[config.mk]
export PLATFORM = sky130hd
export DESIGN_NAME = largest_prime_factor
export DESIGN_NICKNAME = d
export VERILOG_FILES = /design/src/hdl/lpf_pkg.sv /design/src/hdl/lpf_div.sv /design/src/hdl/largest_prime_factor.sv
export SDC_FILE = /design/constraint.sdc
export NUM_CORES = 1
export LEC_CHECK = 0
export BUFFER_PORTS_ARGS = -buffer_cell sky130_fd_sc_hd__clkbuf_2
export CAP_MARGIN = 40
export CORE_ASPECT_RATIO = 1.25
export CORE_MARGIN = 5
export CORE_UTILIZATION = 56
export CTS_CLUSTER_DIAMETER = 200
export DETAILED_ROUTE_END_ITERATION = 8
export HOLD_SLACK_MARGIN = 0.02
export PLACE_DENSITY = 0.74
export SLEW_MARGIN = 15
export SYNTH_ARGS = -nofsm -noshare
export SYNTH_HDL_FRONTEND = slang
export SYNTH_SLANG_ARGS = --single-unit
[constraint.sdc]
create_clock -name clock -period 5.1 [get_ports clock]
set_input_delay 0.255 -clock clock [delete_from_list [all_inputs] [get_ports clock]]
set_output_delay 0.255 -clock clock [all_outputs]
set_load 0.01 [all_outputs]
[src/hdl/lpf_pkg.sv]
// Shared widths and types for the largest prime factor block.
package lpf_pkg;

   localparam int VALUE_WIDTH       = 32;
   localparam int RESULT_WIDTH      = 31;
   localparam int MIN_OPERAND_WIDTH = 8;
   localparam int MAX_OPERAND_WIDTH = 32;

   // Handshake between the sequencer and the shared divider.
   typedef struct packed {
      logic busy;
      logic done;
   } lpf_div_stat_type;

endpackage

[src/hdl/lpf_div.sv]
// Bit-serial restoring divider: one quotient bit per cycle.
module lpf_div #(
   parameter int WIDTH = 31
) (
   input  logic                      clock,
   input  logic                      reset,
   input  logic                      start,
   input  logic [WIDTH-1:0]          dividend,
   input  logic [WIDTH-1:0]          divisor,
   output lpf_pkg::lpf_div_stat_type stat,
   output logic [WIDTH-1:0]          quotient,
   output logic [WIDTH-1:0]          remainder
);
   import lpf_pkg::*;

   localparam int CW = $clog2(WIDTH + 1);

   logic [WIDTH-1:0] rem_ff, rem_in;
   logic [WIDTH-1:0] quo_ff, quo_in;
   logic [WIDTH-1:0] dsr_ff, dsr_in;
   logic [CW-1:0]    cnt_ff, cnt_in;
   logic             busy_ff, busy_in;
   logic             done_ff, done_in;
   logic [WIDTH:0]   shifted;
   logic [WIDTH:0]   diff;

   always_comb begin
      shifted = {rem_ff, quo_ff[WIDTH-1]};
      diff    = shifted - {1'b0, dsr_ff};
      rem_in  = rem_ff;
      quo_in  = quo_ff;
      dsr_in  = dsr_ff;
      cnt_in  = cnt_ff;
      busy_in = busy_ff;
      done_in = 1'b0;
      if (start) begin
         rem_in  = '0;
         quo_in  = dividend;
         dsr_in  = divisor;
         cnt_in  = CW'(WIDTH);
         busy_in = 1'b1;
      end else if (busy_ff) begin
         // keep the shifted remainder when the subtract borrows
         if (!diff[WIDTH]) begin
            rem_in = diff[WIDTH-1:0];
            quo_in = {quo_ff[WIDTH-2:0], 1'b1};
         end else begin
            rem_in = shifted[WIDTH-1:0];
            quo_in = {quo_ff[WIDTH-2:0], 1'b0};
         end
         cnt_in = cnt_ff - CW'(1);
         if (cnt_ff == CW'(1)) begin
            busy_in = 1'b0;
            done_in = 1'b1;
         end
      end
   end

   always_ff @(posedge clock) begin
      rem_ff <= rem_in;
      quo_ff <= quo_in;
      dsr_ff <= dsr_in;
      cnt_ff <= cnt_in;
      if (reset) begin
         busy_ff <= 1'b0;
         done_ff <= 1'b0;
      end else begin
         busy_ff <= busy_in;
         done_ff <= done_in;
      end
   end

   assign stat.busy = busy_ff;
   assign stat.done = done_ff;
   assign quotient  = quo_ff;
   assign remainder = rem_ff;

endmodule

[src/hdl/largest_prime_factor.sv]
// Largest prime factor of a signed integer by trial division.
//
// Input channel req_: one word carries req_value. It is taken when req_valid
// is high and req_stall is low. req_stall stays high from the accepting edge
// until the result has been moved into the output register.
// Result channel rsp_: rsp_largest_prime, held with rsp_valid until taken
// (rsp_valid high, rsp_stall low). A stalled result holds; the next word
// may be accepted while it waits, and that word's result waits in turn.
// Values of one or less, negatives included, give one without entering
// the divisor loop. Otherwise each trial divisor costs one square test and
// one pass through the shared bit-serial divider, sequenced by the test,
// start and wait states, and each factor found costs one more such pass.
// The divisor loop up to the square root of the value sets the worst case:
// about 46341 divisors for a large prime at the default width.
// Reset is synchronous and active high; it returns the sequencer to idle
// and drops any pending result. No state is kept between words.
module largest_prime_factor #(
   parameter int DATA_WIDTH = 32
) (
   input  logic                              clock,
   input  logic                              reset,
   input  logic                              req_valid,
   output logic                              req_stall,
   input  logic [lpf_pkg::VALUE_WIDTH-1:0]   req_value,
   output logic                              rsp_valid,
   input  logic                              rsp_stall,
   output logic [lpf_pkg::RESULT_WIDTH-1:0]  rsp_largest_prime
);
   import lpf_pkg::*;

   localparam int OPW = (DATA_WIDTH < MIN_OPERAND_WIDTH) ? MIN_OPERAND_WIDTH :
                        (DATA_WIDTH > MAX_OPERAND_WIDTH) ? MAX_OPERAND_WIDTH :
                        DATA_WIDTH;
   localparam int DW  = OPW - 1;
   localparam int SW  = DW + 2;

   localparam logic [2:0] S_IDLE = 3'd0;
   localparam logic [2:0] S_TEST = 3'd1;
   localparam logic [2:0] S_DIV  = 3'd2;
   localparam logic [2:0] S_WAIT = 3'd3;
   localparam logic [2:0] S_DONE = 3'd4;

   logic [2:0]              state_ff, state_in;
   logic [DW-1:0]           n_ff, n_in;
   logic [DW-1:0]           d_ff, d_in;
   logic [SW-1:0]           sq_ff, sq_in;
   logic [DW-1:0]           best_ff, best_in;
   logic                    rsp_valid_ff, rsp_valid_in;
   logic [RESULT_WIDTH-1:0] rsp_data_ff, rsp_data_in;

   logic [OPW-1:0]   raw;
   logic [DW-1:0]    raw_mag;
   logic             div_start;
   lpf_div_stat_type div_stat;
   logic [DW-1:0]    div_quo;
   logic [DW-1:0]    div_rem;
   logic             out_free;
   logic [DW-1:0]    answer;

   assign raw       = req_value[OPW-1:0];
   assign raw_mag   = raw[DW-1:0];
   assign div_start = (state_ff == S_DIV);
   assign out_free  = !rsp_valid_ff || !rsp_stall;
   assign answer    = (n_ff > DW'(1)) ? n_ff : best_ff;

   lpf_div #(
      .WIDTH (DW)
   ) u_div (
      .clock     (clock),
      .reset     (reset),
      .start     (div_start),
      .dividend  (n_ff),
      .divisor   (d_ff),
      .stat      (div_stat),
      .quotient  (div_quo),
      .remainder (div_rem)
   );

   always_comb begin
      state_in     = state_ff;
      n_in         = n_ff;
      d_in         = d_ff;
      sq_in        = sq_ff;
      best_in      = best_ff;
      rsp_data_in  = rsp_data_ff;
      rsp_valid_in = rsp_valid_ff && rsp_stall;
      unique case (state_ff)
         S_IDLE: begin
            if (req_valid) begin
               d_in    = DW'(2);
               sq_in   = SW'(4);
               best_in = DW'(1);
               if (raw[OPW-1] || raw_mag <= DW'(1)) begin
                  n_in     = DW'(1);
                  state_in = S_DONE;
               end else begin
                  n_in     = raw_mag;
                  state_in = S_TEST;
               end
            end
         end
         S_TEST: begin
            if (sq_ff <= SW'(n_ff)) state_in = S_DIV;
            else                    state_in = S_DONE;
         end
         S_DIV: begin
            state_in = S_WAIT;
         end
         S_WAIT: begin
            if (div_stat.done) begin
               if (div_rem == '0) begin
                  // divide the factor out again with the same divisor
                  best_in  = d_ff;
                  n_in     = div_quo;
                  state_in = S_DIV;
               end else begin
                  // (d+1)^2 = d^2 + 2d + 1
                  sq_in    = sq_ff + SW'({d_ff, 1'b1});
                  d_in     = d_ff + DW'(1);
                  state_in = S_TEST;
               end
            end
         end
         S_DONE: begin
            if (out_free) begin
               rsp_valid_in = 1'b1;
               rsp_data_in  = RESULT_WIDTH'(answer);
               state_in     = S_IDLE;
            end
         end
         default: state_in = S_IDLE;
      endcase
   end

   always_ff @(posedge clock) begin
      n_ff        <= n_in;
      d_ff        <= d_in;
      sq_ff       <= sq_in;
      best_ff     <= best_in;
      rsp_data_ff <= rsp_data_in;
      if (reset) begin
         state_ff     <= S_IDLE;
         rsp_valid_ff <= 1'b0;
      end else begin
         state_ff     <= state_in;
         rsp_valid_ff <= rsp_valid_in;
      end
   end

   assign req_stall         = (state_ff != S_IDLE);
   assign rsp_valid         = rsp_valid_ff;
   assign rsp_largest_prime = rsp_data_ff;

endmodule

==> results of run 1 <==
## cell families (layout without fill, tap and decap cells)
kind of cell,after synthesis,count (layout),synth area share (%)
DFF,261,261,50.95
buffers and inverters,143,223,3.790
adders and majority gates,98,98,8.525
and+or+nand+nor,533,533,16.91
muxes,15,15,1.040
AOI/OAI and AO/OA,341,341,14.15
xor gates and xnor gates,77,77,4.632
## synth_stat cells, types with 36 or more instances
cell,number,share of area [%]
sky130_fd_sc_hd__clkbuf_1,46,1.2
sky130_fd_sc_hd__nand2_1,230,5.9
sky130_fd_sc_hd__edfxtp_1,219,45
sky130_fd_sc_hd__and2_1,36,1.5
sky130_fd_sc_hd__inv_1,89,2.3
sky130_fd_sc_hd__xnor2_1,37,2.2
sky130_fd_sc_hd__xor2_1,40,2.4
sky130_fd_sc_hd__dfxtp_1,42,5.8
sky130_fd_sc_hd__o21ai_0,129,4.4
sky130_fd_sc_hd__a21oi_1,88,3.0
sky130_fd_sc_hd__ha_1,96,8.3
sky130_fd_sc_hd__a21o_1,36,1.9
sky130_fd_sc_hd__nor2_1,106,2.7
## what timing repair did
action | in CTS | in global routing
buffers inserted | 0 | 0
resized for setup | 0 | 0
hold buffers | 1 | 0
endpoints found under the hold margin | 4 | 0
## flip-flops by register name, summed over array words and instances, names as in the netlist
register           flops
sq_ff                 33
best_ff               31
d_ff                  31
n_ff                  31
rsp_largest_prime     31
u_div.dsr_ff          31
u_div.quotient        31
u_div.remainder       31
u_div.cnt_ff           5
state_ff               3
rsp_valid              1
u_div.busy_ff          1
u_div.done_ff          1
## metrics by stage
stage          hold WS [ns]  cell area (um^2)
3_3_place_gp         0.4764             15250
5_1_grt             0.07360             16160
3_5_place_dp         0.4849             15300
2_1_floorplan        0.3241             14560
6_report            0.06854             16160
4_1_cts             0.04709             16150
## cell usage in the layout (no fill, tap or decap), types with 27 or more instances in the layout
master	instances
sky130_fd_sc_hd__a21o_1	36
sky130_fd_sc_hd__o21ai_0	129
sky130_fd_sc_hd__clkbuf_2	68
sky130_fd_sc_hd__nor2_1	105
sky130_fd_sc_hd__dfxtp_1	42
sky130_fd_sc_hd__and2_1	36
sky130_fd_sc_hd__clkbuf_16	27
sky130_fd_sc_hd__nand2_1	229
sky130_fd_sc_hd__edfxtp_1	219
sky130_fd_sc_hd__a21oi_1	86
sky130_fd_sc_hd__xnor2_1	37
sky130_fd_sc_hd__ha_1	96
sky130_fd_sc_hd__xor2_1	40
sky130_fd_sc_hd__nand3_1	31
sky130_fd_sc_hd__inv_1	89
## power groups by stage
| stage | sequential (mW) | combinational, mW | clock [mW] |
|---|---|---|---|
| 3_3_place_gp | 2.93 | 2.04 | 0 |
| 5_1_grt | 2.94 | 2.40 | 2.04 |
| 6_report | 2.90 | 2.13 | 1.93 |
| 4_1_cts | 2.89 | 2.12 | 1.95 |
| 2_1_floorplan | 2.84 | 1.69 | 0 |
| 3_5_place_dp | 2.93 | 2.10 | 0 |
## how the worst max path moves through the flow
stage                                     end  slack, ns  cells after the start
after global placement    u_div.remainder[13]       1.55                     11
after detailed placement   u_div.remainder[4]       1.46                     11
after global routing       u_div.remainder[4]       1.11                     11
after CTS                  u_div.remainder[4]       1.43                     11
after floorplan                       d_ff[0]       0.30                      6
final                      u_div.remainder[4]       1.37                     11
## area by class of cell
type	count	area share, %
flip-flops and latches	261	45.89
well taps	340	2.632
clock inverters	14	0.8826
repair buffers	85	3.112
clock buffers	35	4.366
multi-input cells	1064	41.05
inverters	89	2.067
## routing by layer
layer | up-vias | GRT usage [%] | wire length (um)
met2 | 376 | 41.16 | 17210
met3 | 93 | 3.042 | 2107
li1 | 5413 | - | -
met1 | 5323 | 31.40 | 14990
met4 | 0 | 8.869 | 1344
met5 | - | 0 | 0
## critical path: stages, from the launching register on
cell	delay (ns)
sky130_fd_sc_hd__edfxtp_1	0.37
sky130_fd_sc_hd__inv_1	0.06
sky130_fd_sc_hd__ha_1	0.26
sky130_fd_sc_hd__nor2b_1	0.15
sky130_fd_sc_hd__o2111a_1	0.26
sky130_fd_sc_hd__o311ai_2	0.14
sky130_fd_sc_hd__a211oi_1	0.53
sky130_fd_sc_hd__o21ai_1	0.23
sky130_fd_sc_hd__a211oi_4	0.79
sky130_fd_sc_hd__buf_4	0.46
sky130_fd_sc_hd__mux2i_1	0.25
sky130_fd_sc_hd__a21oi_1	0.09
==> out/qor.log, run 1 <==
qor: clock_network.clkTransAtPathRegs 0.06 ns
qor: global_routing.antenna_found_initial 0
qor: routing.detail-route-antenna-nets 0
qor: global_routing.globalRouteTotalUtil 24.02%
qor: critical_path.reg2reg_depth 11
qor: pwr.clock_power_share 27.7%
qor: place.dp_hpwl 25.31 mm
qor: routing.detailed_route_iter0_violations 778
qor: run.maxCapViolCount 0
qor: logic_synthesis.synth_area 14560 um^2
qor: hold_path.worst_hold_path_type input pin to register
qor: logic_synthesis.ys_seq_area_share 50.95%
qor: critical_path.end_kind register
qor: global_routing.overflow_left_after_global_routing 0
qor: hold_path.timing.hold.worst_path_depth 3
qor: sta.hold_viol 0
qor: sta.worst_slew_margin_rel 42.08%
qor: critical_path.startpoint u_div.dsr_ff[1]
qor: sta.final.setup_skew 0.01199 ns
qor: floorplan.core 25850 um^2
qor: sta.final.setup.worst_slack 1.370 ns
qor: pwr.vdd_drop_max 0.0002811 V
qor: logic_synthesis.syn-num-nets 1602
qor: final_layout.num-fill-cells 2084
qor: logic_synthesis.ys_warn_count 0
qor: floorplan.initial_utilization 56.33%
qor: pwr.total_design_power 6.962 mW
qor: global_routing.grt_max_degree 68
qor: critical_path.r2r_end u_div.remainder[4]
qor: global_routing.grt_pass1_vias 11090
qor: sta.slew_violations 0
qor: clock_network.number_of_cts_inserted_buffers 27
qor: clock_network.worst_skew_pair.late_latency 0.54 ns
qor: status.status complete, no violations
qor: logic_synthesis.synth_edf_count 219
qor: floorplan.floorplan.io_pins 69
qor: sta.worstMarginPinSlew 0.8661 ns
qor: critical_path.critPathMaxFanout 30
qor: routing.route.vias.total 11210
qor: routing.routed_via_density 5.935
qor: place.number_of_cells_in_the_design_after_placement 1837
qor: final_layout.final-seq-area 7417 um^2
qor: place.detailedPlace.worstSlack 1.458 ns
qor: logic_synthesis.synthFlopType sky130_fd_sc_hd__edfxtp_1
qor: hold_path.hold_path.startpoint req_value[21]
qor: logic_synthesis.synth.ff_latch_count 261
qor: floorplan.fp-row-count 66
qor: sta.fmax 268.1 MHz
qor: logic_synthesis.avgSynthCellArea 9.918 um^2
qor: final_layout.flow.area_growth_from_synthesis 11.01%
qor: sta.setup-tns-final 0 ns
qor: final_layout.final-instance-count-excl-fill 1888
qor: critical_path.regToRegStartpoint u_div.dsr_ff[1]
qor: pwr.internal_power_contribution 4.622 mW
qor: hold_path.hold_end n_ff[21]
qor: pwr.cellLeakagePower 6.555 nW
qor: floorplan.design.die.area 29340 um^2
qor: place.placer_congestion_estimate 0.9303
qor: routing.drc_errors 0
qor: global_routing.global_route_wire_length_before_repair 57.19 mm
qor: critical_path.timing.critical_path.arrival 4.13 ns
qor: pwr.seqPwrFrac 41.7%
qor: sta.period_needed 3.730 ns
qor: critical_path.crit_required 5.50 ns
qor: routing.wl_per_cell 18.88 um
qor: pwr.power.density 430.8 nW/um^2
qor: pwr.pwr-share-comb 30.6%
qor: sta.final_min_period_over_clock_period 73.13%
qor: critical_path.rrSetupSlack 1.37 ns
qor: clock_network.tritoncts built
qor: pwr.power.switching_fraction 33.61%
qor: routing.wl 35.65 mm
qor: floorplan.die_width 154.2 um
qor: floorplan.die_height 190.3 um
qor: critical_path.path_class register to register
qor: clock_network.clock_sinks 261
qor: sta.setup_viol 0
qor: sta.grt_setup_unrepaired no
qor: final_layout.diodes_inserted 0
qor: final_layout.num-nets-final 1662
qor: pwr.power.switching 2.340 mW
qor: final_layout.multi_input_area 6634 um^2
qor: clock_network.ctsLongestPathBuffers 3
qor: logic_synthesis.ys_async_sr_fraction 0%
qor: routing.drt_first_pass_iters 5
qor: logic_synthesis.ys_types 64
qor: critical_path.critPathLaunchType register
qor: place.portBuffers 68
qor: clock_network.htree_num_levels 1
qor: clock_network.clock_tree.root_cell sky130_fd_sc_hd__clkbuf_16
qor: final_layout.ratio_of_cells_with_drive_above_1_in_the_final_layout 8.592%
qor: final_layout.finish.utilization 62.53%
qor: logic_synthesis.synth_cells 1468
Power figures use the tool's default switching activity.
==> run 2, diff against run 1 <==
CORE_UTILIZATION = 62   (was 56)
PLACE_DENSITY = 0.77   (was 0.74)
clock period = 3.85 ns   (was 5.1 ns; I/O delays follow)
==> run 2 against run 1 <==
  * Register-to-register slack worse by 0.74 ns
  * Non-clock buffer count grew 14
  * Critical path depth rose by 1
  * Design area rose by 0.81%
  * Fmax up 16%
  * Critical path type unchanged
  * Total power increased by 35%
  * Combinational power grew 34%
  * Flip-flop and latch count did not move
  * Global-route usage grew 2.4 points
  * Die area is 9.1% lower
==> out/qor.log, run 2 (synthesized netlist as in run 1, its figures left out) <==
qor: floorplan.initial_utilization 63.19% [+6.9 points]
qor: sta.fmax 310.5 MHz [+16%]
qor: sta.timing.hold.ws 0.02968 ns [-0.03886 ns]
qor: global_routing.globalRouteTotalUtil 26.41% [+2.4 points]
qor: clock_network.worst_skew_pair.late_latency 0.53 ns [about the same]
qor: clock_network.post_cts_buffers 0 [unchanged]
qor: run.maxCapViolCount 0 [unchanged]
qor: clock_network.clkTransAtPathRegs 0.06 ns [about the same]
qor: critical_path.timing.critical_path.buf_inv 2 [unchanged]
qor: sta.setup-tns-final 0 ns [unchanged]
qor: floorplan.floorplan.io_pins 69 [unchanged]
qor: sta.slew_violations 0 [unchanged]
qor: final_layout.ratio_of_cells_with_drive_above_1_in_the_final_layout 9.219% [+0.63 points]
qor: final_layout.final-instance-count-excl-fill 1850 [-2.0%]
qor: pwr.seqPwrFrac 40.9% [-0.8 points]
qor: pwr.cellLeakagePower 6.646 nW [+1.4%]
qor: critical_path.path_delay_family compound AO/OA/AOI/OAI gates
qor: critical_path.critPathMaxFanout 20 [-33%]
qor: routing.detailed_route_iter0_violations 798 [+2.6%]
qor: routing.detail-route-antenna-nets 0 [unchanged]
qor: pwr.clock_power_share 28.6% [+0.9 points]
qor: floorplan.die_height 181.3 um [-4.7%]
qor: clock_network.clock_tree.root_cell sky130_fd_sc_hd__clkbuf_16
qor: global_routing.grt_pass1_vias 11200 [+0.96%]
qor: status.status complete, no violations
qor: pwr.internal_power_contribution 6.229 mW [+35%]
qor: critical_path.critPathLaunchType register
qor: floorplan.design.die.area 26670 um^2 [-9.1%]
qor: clock_network.tritoncts built
qor: critical_path.cpMostUsedCell sky130_fd_sc_hd__a211oi_1
qor: clock_network.cts_hold_repair.buffers 13 [+12]
qor: clock_network.ctsResizeCount 0 [unchanged]
qor: sta.grt_setup_unrepaired no
qor: global_routing.overflow_left_after_global_routing 0 [unchanged]
qor: pwr.power.switching 3.151 mW [+35%]
qor: sta.setup_viol 0 [unchanged]
qor: hold_path.worst_hold_path_type input pin to register
qor: critical_path.crit_slowest_cell sky130_fd_sc_hd__a211oi_1
qor: clock_network.htree_num_levels 1 [unchanged]
qor: routing.wl 35.39 mm [-0.73%]
qor: critical_path.crit_required 4.33 ns [-1.17 ns]
qor: global_routing.global_route_wire_length_before_repair 57.25 mm [about the same]
qor: critical_path.path_cells inv_1 > ha_1 > nor2b_1 > o2111a_1 > o311ai_2 > a211oi_1 > o21ai_1 > a211oi_4 > buf_4 > nand2_1 > a211oi_1 > a211o_1
qor: final_layout.finish.utilization 70.72% [+8.2 points]
qor: routing.routed_via_density 6.081 [+2.5%]
qor: final_layout.layout_commonest_cell sky130_fd_sc_hd__nand2_1
qor: sta.period_needed 3.221 ns [-0.5085 ns]
qor: place.portBuffers 68 [unchanged]
qor: clock_network.number_of_cts_inserted_buffers 27 [unchanged]
qor: sta.final_min_period_over_clock_period 83.66% [+11 points]
qor: sta.worst_slew_margin_rel 41.63% [-0.44 points]
qor: final_layout.num-nets-final 1676 [+0.84%]
qor: pwr.pwr-share-comb 30.5% [about the same]
qor: pwr.power.switching_fraction 33.60% [about the same]
qor: critical_path.critPathMaxStageDelay 0.52 ns [-0.27 ns]
qor: routing.drc_errors 0 [unchanged]
qor: place.number_of_cells_in_the_design_after_placement 1787 [-2.7%]
qor: critical_path.timing.critical_path.arrival 3.70 ns [-0.43 ns]
qor: routing.wl_per_cell 19.13 um [+1.3%]
qor: global_routing.grt_max_degree 89 [+31%]
qor: critical_path.path_class register to register
qor: floorplan.fp-row-count 62 [-6.1%]
qor: floorplan.core 23040 um^2 [-11%]
qor: sta.final.setup_skew 0.008291 ns [-0.003694 ns]
qor: sta.worstMarginPinSlew 0.8755 ns [+0.009425 ns]
qor: final_layout.flow.area_growth_from_synthesis 11.91%
qor: global_routing.antenna_found_initial 1 [+1]
qor: pwr.power.density 575.7 nW/um^2 [+34%]
qor: final_layout.diodes_inserted 0 [unchanged]
qor: final_layout.max_reg_flops 33 [unchanged]
qor: place.placer_congestion_estimate 0.9588 [+3.1%]
qor: pwr.vdd_drop_max 0.0005205 V [+85%]
qor: final_layout.final_cell_mix sky130_fd_sc_hd__nand2_1 (229), sky130_fd_sc_hd__edfxtp_1 (219), sky130_fd_sc_hd__o21ai_0 (129)
qor: clock_network.clock_sinks 261 [unchanged]
qor: sta.hold_viol 0 [unchanged]
qor: floorplan.die_width 147.1 um [-4.6%]
qor: final_layout.regMostFlops sq_ff
qor: clock_network.ctsLongestPathBuffers 3 [unchanged]
qor: critical_path.end_kind register
qor: place.dp_hpwl 24.90 mm [-1.6%]
qor: routing.route.vias.total 11250 [+0.40%]
qor: routing.drt_first_pass_iters 7 [+2]
[run 2: cell types whose count changed in the layout (fill, tap and decap cells not counted)]
cell	previous run	this run
sky130_fd_sc_hd__buf_4	13	16
sky130_fd_sc_hd__clkinv_1	7	3
sky130_fd_sc_hd__clkbuf_4	1	0
sky130_fd_sc_hd__inv_6	0	1
sky130_fd_sc_hd__clkinv_4	1	6
sky130_fd_sc_hd__clkbuf_1	8	3
sky130_fd_sc_hd__clkinv_2	2	3
sky130_fd_sc_hd__clkinvlp_4	1	2
sky130_fd_sc_hd__dlygate4sd3_1	1	13
sky130_fd_sc_hd__bufinv_16	3	4
[run 2: stage by stage]
step	total power [mW]	setup WS, ns	cell area [um^2]
5_1_grt	9.906	0.3291	16290
3_3_place_gp	6.587	0.7611	15230
2_1_floorplan	5.999	0.4293	14570
4_1_cts	9.369	0.6883	16270
6_report	9.380	0.6289	16290
3_5_place_dp	6.671	0.6920	15230
[run 2: metal layers]
layer / global-route usage, % / up-vias / part of all wire, %
met3: 3.860 / 86 / 6.7
li1: - / 5422 / -
met4: 9.698 / 2 / 3.8
met5: 0 / - / 0.020
met1: 34.33 / 5325 / 41
met2: 45.13 / 415 / 48
[run 2: final cells by class]
type	instances	area, um^2
Sequential cell	261	7417
Clock inverter	19	222.7
Clock buffer	30	686.9
Inverter	89	334.1
Timing Repair Buffer	99	638.1
Tap cell	288	360.3
Fill cell	1712	6746
Multi-Input combinational cell	1064	6634
[run 2: final timing paths]
kind / from / to / slack, ns / cells after the start
min reg2reg: u_div.cnt_ff[4] / u_div.cnt_ff[4] / 0.49 / 2
min: req_value[1] / n_ff[1] / 0.03 / 3
max: u_div.dsr_ff[1] / u_div.remainder[29] / 0.63 / 12
max reg2reg: u_div.dsr_ff[1] / u_div.remainder[29] / 0.63 / 12
[run 2: worst min-delay path, stage by stage]
cell                       delay, ns
sky130_fd_sc_hd__clkbuf_2       0.09
sky130_fd_sc_hd__nand2_1        0.05
sky130_fd_sc_hd__o21ai_0        0.06
[run 2: power groups by stage]
stage | registers (mW) | logic [mW] | clock network (mW)
finish | 3.83 | 2.86 | 2.68
global route | 3.89 | 3.18 | 2.84
CTS | 3.83 | 2.83 | 2.71
detailed placement | 3.88 | 2.79 | 0
global placement | 3.87 | 2.72 | 0
floorplan | 3.76 | 2.24 | 0
